$ cat config.mk
export PLATFORM = sky130hd
export DESIGN_NAME = resistor_ladder_button_event_decoder_core
export DESIGN_NICKNAME = d
export VERILOG_FILES = /design/src/hw/rtl/rlbed_pkg.sv /design/src/hw/rtl/rlbed_ctrl.sv /design/src/hw/rtl/rlbed_datapath.sv /design/src/hw/rtl/resistor_ladder_button_event_decoder_core.sv
export VERILOG_INCLUDE_DIRS = /design/src /design/src/hw/rtl
export SDC_FILE = /design/constraint.sdc
export NUM_CORES = 1
export LEC_CHECK = 0
export BUFFER_PORTS_ARGS = -buffer_cell sky130_fd_sc_hd__buf_2
export CORE_ASPECT_RATIO = 1.5
export CORE_MARGIN = 5
export CORE_UTILIZATION = 33
export CTS_CLUSTER_SIZE = 10
export DETAILED_ROUTE_END_ITERATION = 12
export SYNTH_ARGS = -nofsm -noshare
export SYNTH_HDL_FRONTEND = slang
export SYNTH_SLANG_ARGS = --single-unit
$ cat constraint.sdc
create_clock -name clk_i -period 9.72 [get_ports clk_i]
set_input_delay 1.458 -clock clk_i [delete_from_list [all_inputs] [get_ports clk_i]]
set_output_delay 1.458 -clock clk_i [all_outputs]
set_load 0.01 [all_outputs]
$ cat src/hw/rtl/assert_macros.svh
// ----------------------------------------------------------------------------
// Assertion macros
// Shared concurrent assertion wrappers clocked on clk_i and held off in reset.
// ----------------------------------------------------------------------------
`ifndef ASSERT_MACROS_SVH
`define ASSERT_MACROS_SVH

// Checks a property on every rising edge of clk_i outside reset.
`define ASSERT_CLK(lbl, prop, msg) \
  lbl: assert property (@(posedge clk_i) disable iff (!rst_ni) prop) else $error(msg);

// Checks that an antecedent is followed by a consequent in the next cycle.
`define ASSERT_NEXT(lbl, ante, cons, msg) \
  lbl: assert property (@(posedge clk_i) disable iff (!rst_ni) ante |=> cons) else $error(msg);

`endif

$ cat src/hw/rtl/rlbed_pkg.sv
// ----------------------------------------------------------------------------
// rlbed_pkg
// Types and constants of the headset button ladder event decoder.
// ----------------------------------------------------------------------------
package rlbed_pkg;

  localparam int HistDepth = 32;
  localparam int HistIdxW  = $clog2(HistDepth);
  localparam int ScanCntW  = $clog2(HistDepth - 4);

  localparam int SampleW = 12;
  localparam int GainW   = 12;
  localparam int OffsetW = 10;
  localparam int TicksW  = 6;
  localparam int TapW    = 5;
  localparam int CntW    = 8;
  localparam int MvW     = 14;
  localparam int CfgIdxW = 3;
  localparam int CfgW    = 12;
  localparam int CodeW   = 4;
  localparam int ClickW  = 3;

  localparam logic [CfgIdxW-1:0] CfgGain     = 3'd0;
  localparam logic [CfgIdxW-1:0] CfgOffset   = 3'd1;
  localparam logic [CfgIdxW-1:0] CfgLong     = 3'd2;
  localparam logic [CfgIdxW-1:0] CfgLongLong = 3'd3;
  localparam logic [CfgIdxW-1:0] CfgTap      = 3'd4;

  localparam logic [GainW-1:0]   GainReset     = 12'd3350;
  localparam logic [OffsetW-1:0] OffsetReset   = 10'h3CE;
  localparam logic [TicksW-1:0]  LongReset     = 6'd10;
  localparam logic [TicksW-1:0]  LongLongReset = 6'd30;
  localparam logic [TapW-1:0]    TapReset      = 5'd8;
  localparam logic [CntW-1:0]    CntReset      = 8'd30;
  localparam logic [CntW-1:0]    CntMax        = 8'd255;
  localparam logic [ClickW-1:0]  ClickSat      = 3'd4;

  localparam logic signed [MvW-1:0] MvCenterTop = 14'sd100;
  localparam logic signed [MvW-1:0] MvDLow      = 14'sd142;
  localparam logic signed [MvW-1:0] MvDTop      = 14'sd238;
  localparam logic signed [MvW-1:0] MvPlusLow   = 14'sd240;
  localparam logic signed [MvW-1:0] MvPlusTop   = 14'sd400;
  localparam logic signed [MvW-1:0] MvMinusLow  = 14'sd435;
  localparam logic signed [MvW-1:0] MvMinusTop  = 14'sd725;

  typedef enum logic [2:0] {
    BtnOpen   = 3'd0,
    BtnCenter = 3'd1,
    BtnD      = 3'd2,
    BtnPlus   = 3'd3,
    BtnMinus  = 3'd4
  } btn_e;

  typedef enum logic [CodeW-1:0] {
    EvtCSingle   = 4'd0,
    EvtCDouble   = 4'd1,
    EvtCTriple   = 4'd2,
    EvtCLong     = 4'd3,
    EvtCLongLong = 4'd4,
    EvtPlus      = 4'd5,
    EvtMinus     = 4'd6,
    EvtPlusLong  = 4'd7,
    EvtMinusLong = 4'd8
  } evt_e;

  typedef struct packed {
    logic load_sample;
    logic classify;
    logic evaluate;
    logic scan_step;
    logic commit;
  } cmd_t;

  typedef struct packed {
    logic scan_needed;
    logic scan_last;
    logic out_free;
  } status_t;

endpackage

$ cat src/hw/rtl/rlbed_ctrl.sv
// ----------------------------------------------------------------------------
// rlbed_ctrl
// Sequencer that steps one sample through classify, evaluate, an optional scan and commit.
// ----------------------------------------------------------------------------
`include "assert_macros.svh"

module rlbed_ctrl
  import rlbed_pkg::*;
(
  input  logic    clk_i,
  input  logic    rst_ni,
  input  logic    in_valid_i,
  output logic    in_stall_o,
  input  status_t status_i,
  output cmd_t    cmd_o
);

  localparam logic [2:0] S_IDLE  = 3'd0;
  localparam logic [2:0] S_CLASS = 3'd1;
  localparam logic [2:0] S_EVAL  = 3'd2;
  localparam logic [2:0] S_SCAN  = 3'd3;
  localparam logic [2:0] S_DONE  = 3'd4;

  logic [2:0] state_q, state_d;

  assign in_stall_o = (state_q != S_IDLE);

  always_comb begin
    state_d = state_q;
    cmd_o   = '0;
    unique case (state_q)
      S_IDLE: begin
        if (in_valid_i) begin
          cmd_o.load_sample = 1'b1;
          state_d           = S_CLASS;
        end
      end
      S_CLASS: begin
        cmd_o.classify = 1'b1;
        state_d        = S_EVAL;
      end
      S_EVAL: begin
        cmd_o.evaluate = 1'b1;
        state_d        = status_i.scan_needed ? S_SCAN : S_DONE;
      end
      S_SCAN: begin
        cmd_o.scan_step = 1'b1;
        if (status_i.scan_last) begin
          state_d = S_DONE;
        end
      end
      S_DONE: begin
        if (status_i.out_free) begin
          cmd_o.commit = 1'b1;
          state_d      = S_IDLE;
        end
      end
      default: begin
        state_d = S_IDLE;
      end
    endcase
  end

  always_ff @(posedge clk_i or negedge rst_ni) begin
    if (!rst_ni) begin
      state_q <= S_IDLE;
    end else begin
      state_q <= state_d;
    end
  end

  `ASSERT_NEXT(a_accept_to_class, in_valid_i && !in_stall_o, state_q == S_CLASS,
               "accepted beat did not start classification")
  `ASSERT_CLK(a_commit_needs_room, cmd_o.commit |-> status_i.out_free,
              "commit while the result register is blocked")
  `ASSERT_NEXT(a_eval_no_scan, state_q == S_EVAL && !status_i.scan_needed,
               state_q == S_DONE, "evaluation without scan did not finish")

endmodule

$ cat src/hw/rtl/rlbed_datapath.sv
// ----------------------------------------------------------------------------
// rlbed_datapath
// Calibration registers, classifier, history, repeat counter, click scan
// and result register.
// ----------------------------------------------------------------------------
`include "assert_macros.svh"

module rlbed_datapath
  import rlbed_pkg::*;
(
  input  logic               clk_i,
  input  logic               rst_ni,
  input  logic               cfg_we_i,
  input  logic [CfgIdxW-1:0] cfg_index_i,
  input  logic [CfgW-1:0]    cfg_data_i,
  input  logic [SampleW-1:0] adc_sample_i,
  output logic               out_valid_o,
  input  logic               out_stall_i,
  output logic [CodeW-1:0]   event_code_o,
  input  cmd_t               cmd_i,
  output status_t            status_o
);

  logic [GainW-1:0]   gain_q;
  logic [OffsetW-1:0] offset_q;
  logic [TicksW-1:0]  long_q;
  logic [TicksW-1:0]  long_long_q;
  logic [TapW-1:0]    tap_q;

  logic [SampleW-1:0]       sample_q;
  btn_e                     btn_q;
  btn_e                     hist_q [HistDepth];
  btn_e                     scan_q [HistDepth];
  logic [CntW-1:0]          cnt_q;
  logic                     ev_pend_q;
  logic [CodeW-1:0]         ev_code_q;
  logic                     clear_q;
  logic [ClickW-1:0]        clicks_q;
  logic                     armed_q;
  logic [ScanCntW-1:0]      step_q;
  logic                     out_valid_q;
  logic [CodeW-1:0]         out_code_q;

  logic [GainW+SampleW-1:0] prod;
  logic signed [MvW-1:0]    mv;
  btn_e                     btn_class;
  logic [HistIdxW-1:0]      tap_idx;
  logic                     tap_ok;
  logic                     head_open;
  logic                     over_long;
  logic [CntW-1:0]          cnt_bump;
  logic [CntW-1:0]          cnt_d;
  logic                     ev_pend_d;
  logic [CodeW-1:0]         ev_code_d;
  logic                     clear_now;
  logic                     fin_valid;
  logic [CodeW-1:0]         fin_code;

  always_ff @(posedge clk_i or negedge rst_ni) begin
    if (!rst_ni) begin
      gain_q      <= GainReset;
      offset_q    <= OffsetReset;
      long_q      <= LongReset;
      long_long_q <= LongLongReset;
      tap_q       <= TapReset;
    end else if (cfg_we_i) begin
      case (cfg_index_i)
        CfgGain:     gain_q      <= cfg_data_i[GainW-1:0];
        CfgOffset:   offset_q    <= cfg_data_i[OffsetW-1:0];
        CfgLong:     long_q      <= cfg_data_i[TicksW-1:0];
        CfgLongLong: long_long_q <= cfg_data_i[TicksW-1:0];
        CfgTap:      tap_q       <= cfg_data_i[TapW-1:0];
        default: ;
      endcase
    end
  end

  assign prod = sample_q * gain_q;
  assign mv   = $signed({2'b00, prod[GainW+SampleW-1:SampleW]})
              + $signed({{(MvW-OffsetW){offset_q[OffsetW-1]}}, offset_q});

  always_comb begin
    if (mv < MvCenterTop) begin
      btn_class = BtnCenter;
    end else if (mv >= MvDLow && mv < MvDTop) begin
      btn_class = BtnD;
    end else if (mv >= MvPlusLow && mv < MvPlusTop) begin
      btn_class = BtnPlus;
    end else if (mv >= MvMinusLow && mv < MvMinusTop) begin
      btn_class = BtnMinus;
    end else begin
      btn_class = BtnOpen;
    end
  end

  assign tap_idx   = HistIdxW'(tap_q);
  assign tap_ok    = int'(tap_q) < HistDepth;
  assign head_open = (hist_q[0] == BtnOpen) && (hist_q[1] == BtnOpen) &&
                     (hist_q[2] == BtnOpen) && (hist_q[3] == BtnOpen);
  assign over_long = cnt_q > {2'b00, long_q};
  assign cnt_bump  = (cnt_q != CntMax) ? cnt_q + 8'd1 : cnt_q;

  always_comb begin
    cnt_d     = cnt_q;
    ev_pend_d = 1'b0;
    ev_code_d = EvtCSingle;
    if (btn_q == BtnOpen) begin
      cnt_d = '0;
    end else if (hist_q[0] == BtnOpen) begin
      if (btn_q == BtnD || btn_q == BtnPlus) begin
        ev_pend_d = 1'b1;
        ev_code_d = EvtPlus;
      end else if (btn_q == BtnMinus) begin
        ev_pend_d = 1'b1;
        ev_code_d = EvtMinus;
      end
    end else if (cnt_q == {2'b00, long_q}) begin
      if (btn_q == BtnCenter) begin
        ev_pend_d = 1'b1;
        ev_code_d = EvtCLong;
        cnt_d     = cnt_bump;
      end else if (btn_q == BtnD || btn_q == BtnPlus) begin
        ev_pend_d = 1'b1;
        ev_code_d = EvtPlusLong;
      end else begin
        ev_pend_d = 1'b1;
        ev_code_d = EvtMinusLong;
      end
    end else if (cnt_q == {2'b00, long_long_q}) begin
      if (btn_q == BtnCenter) begin
        ev_pend_d = 1'b1;
        ev_code_d = EvtCLongLong;
      end
      cnt_d = cnt_bump;
    end else if (btn_q == hist_q[0]) begin
      cnt_d = cnt_bump;
    end
  end

  assign status_o.scan_needed = (btn_q == BtnOpen) && !over_long && tap_ok &&
                                (hist_q[tap_idx] == BtnCenter) && head_open;
  assign status_o.scan_last   = step_q == ScanCntW'(HistDepth - 5);
  assign status_o.out_free    = !out_valid_q || !out_stall_i;

  assign clear_now = clear_q || (clicks_q != '0);

  always_comb begin
    fin_valid = ev_pend_q;
    fin_code  = ev_code_q;
    case (clicks_q)
      3'd1: begin
        fin_valid = 1'b1;
        fin_code  = EvtCSingle;
      end
      3'd2: begin
        fin_valid = 1'b1;
        fin_code  = EvtCDouble;
      end
      3'd3: begin
        fin_valid = 1'b1;
        fin_code  = EvtCTriple;
      end
      default: ;
    endcase
  end

  always_ff @(posedge clk_i) begin
    if (cmd_i.load_sample) begin
      sample_q <= adc_sample_i;
    end
    if (cmd_i.classify) begin
      btn_q <= btn_class;
    end
    if (cmd_i.evaluate) begin
      ev_pend_q <= ev_pend_d;
      ev_code_q <= ev_code_d;
      clear_q   <= (btn_q == BtnOpen) && over_long;
      armed_q   <= 1'b0;
      step_q    <= '0;
      for (int k = 0; k < HistDepth; k++) begin
        scan_q[k] <= hist_q[k];
      end
    end else if (cmd_i.scan_step) begin
      step_q <= step_q + 1'b1;
      for (int k = 0; k < HistDepth - 1; k++) begin
        scan_q[k] <= scan_q[k+1];
      end
      scan_q[HistDepth-1] <= BtnOpen;
      if (!armed_q && scan_q[3] == BtnOpen && scan_q[4] == BtnCenter) begin
        armed_q <= 1'b1;
      end else if (armed_q && scan_q[3] == BtnCenter && scan_q[4] == BtnOpen) begin
        armed_q <= 1'b0;
      end
    end
    if (cmd_i.commit) begin
      out_code_q <= fin_code;
    end
  end

  always_ff @(posedge clk_i or negedge rst_ni) begin
    if (!rst_ni) begin
      cnt_q       <= CntReset;
      clicks_q    <= '0;
      out_valid_q <= 1'b0;
      for (int k = 0; k < HistDepth; k++) begin
        hist_q[k] <= BtnOpen;
      end
    end else begin
      if (cmd_i.evaluate) begin
        cnt_q    <= cnt_d;
        clicks_q <= '0;
      end else if (cmd_i.scan_step) begin
        if (armed_q && scan_q[3] == BtnCenter && scan_q[4] == BtnOpen &&
            clicks_q != ClickSat) begin
          clicks_q <= clicks_q + 1'b1;
        end
      end
      if (cmd_i.commit) begin
        if (clear_now) begin
          for (int k = 1; k < HistDepth; k++) begin
            hist_q[k] <= BtnOpen;
          end
          hist_q[0] <= btn_q;
        end else begin
          for (int k = 1; k < HistDepth; k++) begin
            hist_q[k] <= hist_q[k-1];
          end
          hist_q[0] <= btn_q;
        end
        out_valid_q <= fin_valid;
      end else if (!out_stall_i) begin
        out_valid_q <= 1'b0;
      end
    end
  end

  assign out_valid_o  = out_valid_q;
  assign event_code_o = out_code_q;

  `ASSERT_CLK(a_clicks_sat, clicks_q <= ClickSat, "click count passed saturation")
  `ASSERT_CLK(a_code_range, out_valid_q |-> out_code_q <= EvtMinusLong,
              "result code out of range")
  `ASSERT_NEXT(a_clear_hist, cmd_i.commit && clear_now,
               hist_q[1] == BtnOpen && hist_q[HistDepth-1] == BtnOpen,
               "history not cleared after release")

endmodule

$ cat src/hw/rtl/resistor_ladder_button_event_decoder_core.sv
// ----------------------------------------------------------------------------
// resistor_ladder_button_event_decoder_core
// Turns headset button ladder samples into press, long press and click events.
// ----------------------------------------------------------------------------
//   channel   signals                                 direction
//   input     in_valid_i, in_stall_o, adc_sample_i    sample in
//   output    out_valid_o, out_stall_i, event_code_o  event out
//   config    cfg_we_i, cfg_index_i, cfg_data_i       register write
//
// An accepted sample steps through classify, evaluate and commit, and the next
// beat can be taken once it has committed; when a center release starts the
// click scan, which walks the 28 history pairs one per cycle through a shift
// copy of the history, the scan runs between evaluate and commit.
// Reset sets the calibration to its defaults, the history to open and the
// repeat counter to 30. No beat is accepted until the previous one commits.
// The result register holds one event; while it is stalled the next sample
// is taken but waits at commit.
// ----------------------------------------------------------------------------
module resistor_ladder_button_event_decoder_core
  import rlbed_pkg::*;
(
  input  logic               clk_i,
  input  logic               rst_ni,
  input  logic               cfg_we_i,
  input  logic [CfgIdxW-1:0] cfg_index_i,
  input  logic [CfgW-1:0]    cfg_data_i,
  input  logic               in_valid_i,
  output logic               in_stall_o,
  input  logic [SampleW-1:0] adc_sample_i,
  output logic               out_valid_o,
  input  logic               out_stall_i,
  output logic [CodeW-1:0]   event_code_o
);

  cmd_t    cmd;
  status_t status;

  rlbed_ctrl u_ctrl (
    .clk_i      (clk_i),
    .rst_ni     (rst_ni),
    .in_valid_i (in_valid_i),
    .in_stall_o (in_stall_o),
    .status_i   (status),
    .cmd_o      (cmd)
  );

  rlbed_datapath u_datapath (
    .clk_i        (clk_i),
    .rst_ni       (rst_ni),
    .cfg_we_i     (cfg_we_i),
    .cfg_index_i  (cfg_index_i),
    .cfg_data_i   (cfg_data_i),
    .adc_sample_i (adc_sample_i),
    .out_valid_o  (out_valid_o),
    .out_stall_i  (out_stall_i),
    .event_code_o (event_code_o),
    .cmd_i        (cmd),
    .status_o     (status)
  );

endmodule

==> results.txt <==
For this design, the slowest cell found on the critical path is sky130_fd_sc_hd__edfxtp_1. The number of failing hold endpoints at the final stage is 0. The arrival time at the worst endpoint came out at 7.90 ns. The number of distinct library cells after synthesis came out at 62.

In this run the number of H-tree levels came out at 1. The delay of the slowest cell on the worst path came out at 0.55 ns. The synthesized design contains 268 register bits. The synthesized netlist devotes 1.79% of its cell area to XOR and XNOR gates. The tree is rooted in a sky130_fd_sc_hd__clkbuf_16. By instance count, the cell type seen most on the critical path is sky130_fd_sc_hd__fa_1. After detailed routing, the total wire length is 36.9 mm. The total of endpoints with negative setup slack in the final report came out at 0. The kind of start point of the critical path is a flip-flop. Setup repair after global routing left no endpoint under its margin.

The Yosys step of the flow raised 0 warnings. The first global-routing pass estimated 61.0 mm of wire. Routability-driven placement finished with a final weighted congestion of 0.840. The top fanout value on the critical path is 12.

The area of the placeable core is 49800 sq um. The net count of the finished layout is 1810. The worst max-slew margin expressed relative to the limit is 18.3%. The initial utilization of the core area, before any placement, comes to 33.4%.

The critical path starts at u_datapath.sample_q[3]. The mux cell area share after synthesis is 8.37%. In the layout the commonest cells are 319 x sky130_fd_sc_hd__nand2_1, 146 x sky130_fd_sc_hd__inv_1, 126 x sky130_fd_sc_hd__dfrtp_1, 123 x sky130_fd_sc_hd__o21ai_0, 118 x sky130_fd_sc_hd__mux2_2. The TritonCTS clock tree is done. Relative to the synthesized area, the layout overhead comes to 10.5%. The count of instances resized after the clock tree is built is 0. The worst-case clock buffer depth came out at 3. The start point of the worst hold path is u_datapath.step_q[1]. After detailed placement, the total cell area comes to 17500 sq um.

The synthesized design contains 112 enable-type register cells. The fraction of the mapped netlist area in compound gates is 8.22%. The count of TritonRoute iterations in the first routing pass came out at 5. The average instance in the mapped netlist occupies 10.4 sq um.

The final worst clock skew came out at 0.0147 ns. The clock buffer count from CTS came out at 31. Global routing consumed, over all layers together, 13.2% of the routing resources.

The number of cells produced by synthesis came out at 1595. The area of all placed cells without fillers came out at 18400 sq um. The HPWL after detailed placement is 25.7 mm. The total congestion overflow came out at 0. The transition time at the pin with the least slew margin came out at 1.22 ns. After synthesis, the largest family of logic cells by area is adder cells. The repair_antennas step left the layout with diodes totalling 0. The number of nets with antenna violations after detailed routing came out at 0. The violation count after the first detailed-route iteration is 598. The clock-pin slew on the worst setup and hold paths came out at 0.06 ns. The data required time of the critical path came out at 10.12 ns.

The kind of critical path is flip-flop to flip-flop. The post-synth net total is 1811. The CTS sink count is 268. After clock tree synthesis, the setup repair step added 0 buffers.

The clock latency on the worst-skew pair came out at 0.58 ns. The run finished with clean final reports. The number of antenna violations at the first check in global routing is 0. The area of the die came out at 55100 sq um. Among all flip-flop cells after synthesis, the most frequent one is sky130_fd_sc_hd__dfrtp_1. Adding up every negative setup slack in the final design gives 0 ns.

The count of buffers added on input and output ports is 37. In this run the core area contains 100 standard-cell rows. The hold buffer count at cts is 0. The post-synthesis simple-gate area fraction came out at 14.5%. The number of remaining DRC errors is 0. After synthesis, flip-flops and latches occupy 43.7% of the total area.

The minimum clock period is 7.50 ns. The die boundary height came out at 285 um. 38 I/O pins were placed. The via count of the first global-routing pass is 11.8k. The library cell used most frequently in the layout, excluding fill and tap cells, is sky130_fd_sc_hd__nand2_1. The final worst-path cycle share is 77.2%. The ratio of routed vias to standard cells is 4.90. The die span in x came out at 193 um. Entering global routing, the biggest net connects 98 pins. The number of vias in the routed layout is 11.2k. Cells with a size suffix above 1 make up 15.0% of the layout. The async set-reset flop share out of synthesis came out at 56.0%.

The area of the mapped netlist came out at 16600 sq um. The number of max-slew violations in the final report is 0. Dividing the detail-routed wire length by the instance count gives 16.1 um.

The number of max-cap violations came out at 0. The type of the tightest min-delay check is flip-flop to flip-flop. The startpoint of the worst register-to-register path is u_datapath.sample_q[3].

The peak clock frequency supported by timing came out at 133 MHz. After Yosys synthesis, full adders, half adders and majority gates account for 18.3% of the synthesized area. The worst setup path is captured at a flip-flop.
-- state kept, by name, summed over array words and instances, names as in the netlist, 6 cells and up --
register and flops:
u_datapath.long_q 6, u_datapath.cnt_q 8, u_datapath.long_long_q 6, u_datapath.sample_q 12, u_datapath.gain_q 12, u_datapath.scan_q 87
u_datapath.offset_q 10, u_datapath.hist_q 96
-- through the flow --
stage	setup WS, ns	hold WS [ns]	util, %	instances
after global routing	1.72	0.495	36.9	2282
after detailed placement	2.23	0.463	35.1	2224
final	2.22	0.464	36.9	2282
after global placement	2.45	0.447	35.1	2224
after floorplan	2.85	0.435	-	1595
after CTS	2.20	0.470	36.9	2282
-- area by class of cell --
class | instances | area [sq um]
clock buffers | 55 | 876
well taps | 663 | 830
multi-input cells | 1100 | 8550
repair buffers | 46 | 259
flip-flops and latches | 268 | 7270
clock inverters | 3 | 55.1
inverters | 147 | 553
fillers | 4938 | 31400
-- worst paths after layout --
path,end,slack [ns],cells past startpoint
worst max-delay path,u_datapath.btn_q[0],2.22,25
worst min-delay path,u_datapath.step_q[1],0.46,2
worst min register to register,u_datapath.step_q[1],0.46,2
max in group asynchronous,u_datapath.hist_q[48],7.67,2
worst max register to register,u_datapath.btn_q[0],2.22,25
min in group asynchronous,u_datapath.gain_q[5],0.92,1
-- cell usage after synthesis, drive strengths merged, types with 2 or more instances --
master,instances,area [sq um]
a211oi,11,97.6
a21o,13,97.6
a21oi,31,159
a22oi,3,22.5
a311oi,7,61.3
a31oi,14,87.6
and2,56,350
and3,8,50.1
and4b,2,20.0
buf,8,35.0
clkbuf,72,270
dfrtp,126,3150
dfstp,24,631
dfxtp,6,120
edfxtp,112,3360
fa,100,2000
ha,84,1050
inv,146,548
mux2,118,1330
mux2i,2,20.0
mux4,2,45.0
nand2,320,1200
nand2b,5,31.3
nand3,14,70.1
nand4,3,18.8
nor2,57,214
nor2b,6,37.5
nor3,18,90.1
nor3b,3,22.5
nor4,7,56.3
nor4b,16,146
o211ai,2,15.0
o21a,7,52.6
o21ai,127,639
o31ai,6,45.0
or2,4,25.0
or3,5,31.3
or4,2,15.0
xnor2,22,193
xor2,12,105
-- worst max-delay path: cells and delay by family (launching register included) --
family | cells | cell delay (ns)
adder cells (fa/ha/maj) | 8 | 3.58
flip-flops | 1 | 0.55
buffers and inverters | 4 | 0.21
AO/OA/AOI/OAI | 8 | 2.17
XOR/XNOR | 1 | 0.19
AND/OR/NAND/NOR | 4 | 0.62
-- kinds of logic (layout without fill, tap and decap cells) --
family	Yosys count	in the layout
DFF	268	268
and+or+nand+nor	529	529
adders and majority gates	184	184
buffers and inverters	227	251
AOI/OAI and AO/OA	231	231
muxes	122	122
xor gates and xnor gates	34	34
-- metal layers --
layer | share of wire (%) | track usage (%) | vias to the layer above
li1 | - | - | 5339
met1 | 41 | 15.7 | 5567
met2 | 51 | 23.9 | 181
met3 | 3.2 | 1.89 | 84
met4 | 4.5 | 5.38 | 0
met5 | 0 | 0 | -
Power is left out: the tool's default activity adds up to more than one toggle a clock period on the data nets, which glitch-free logic cannot reach.
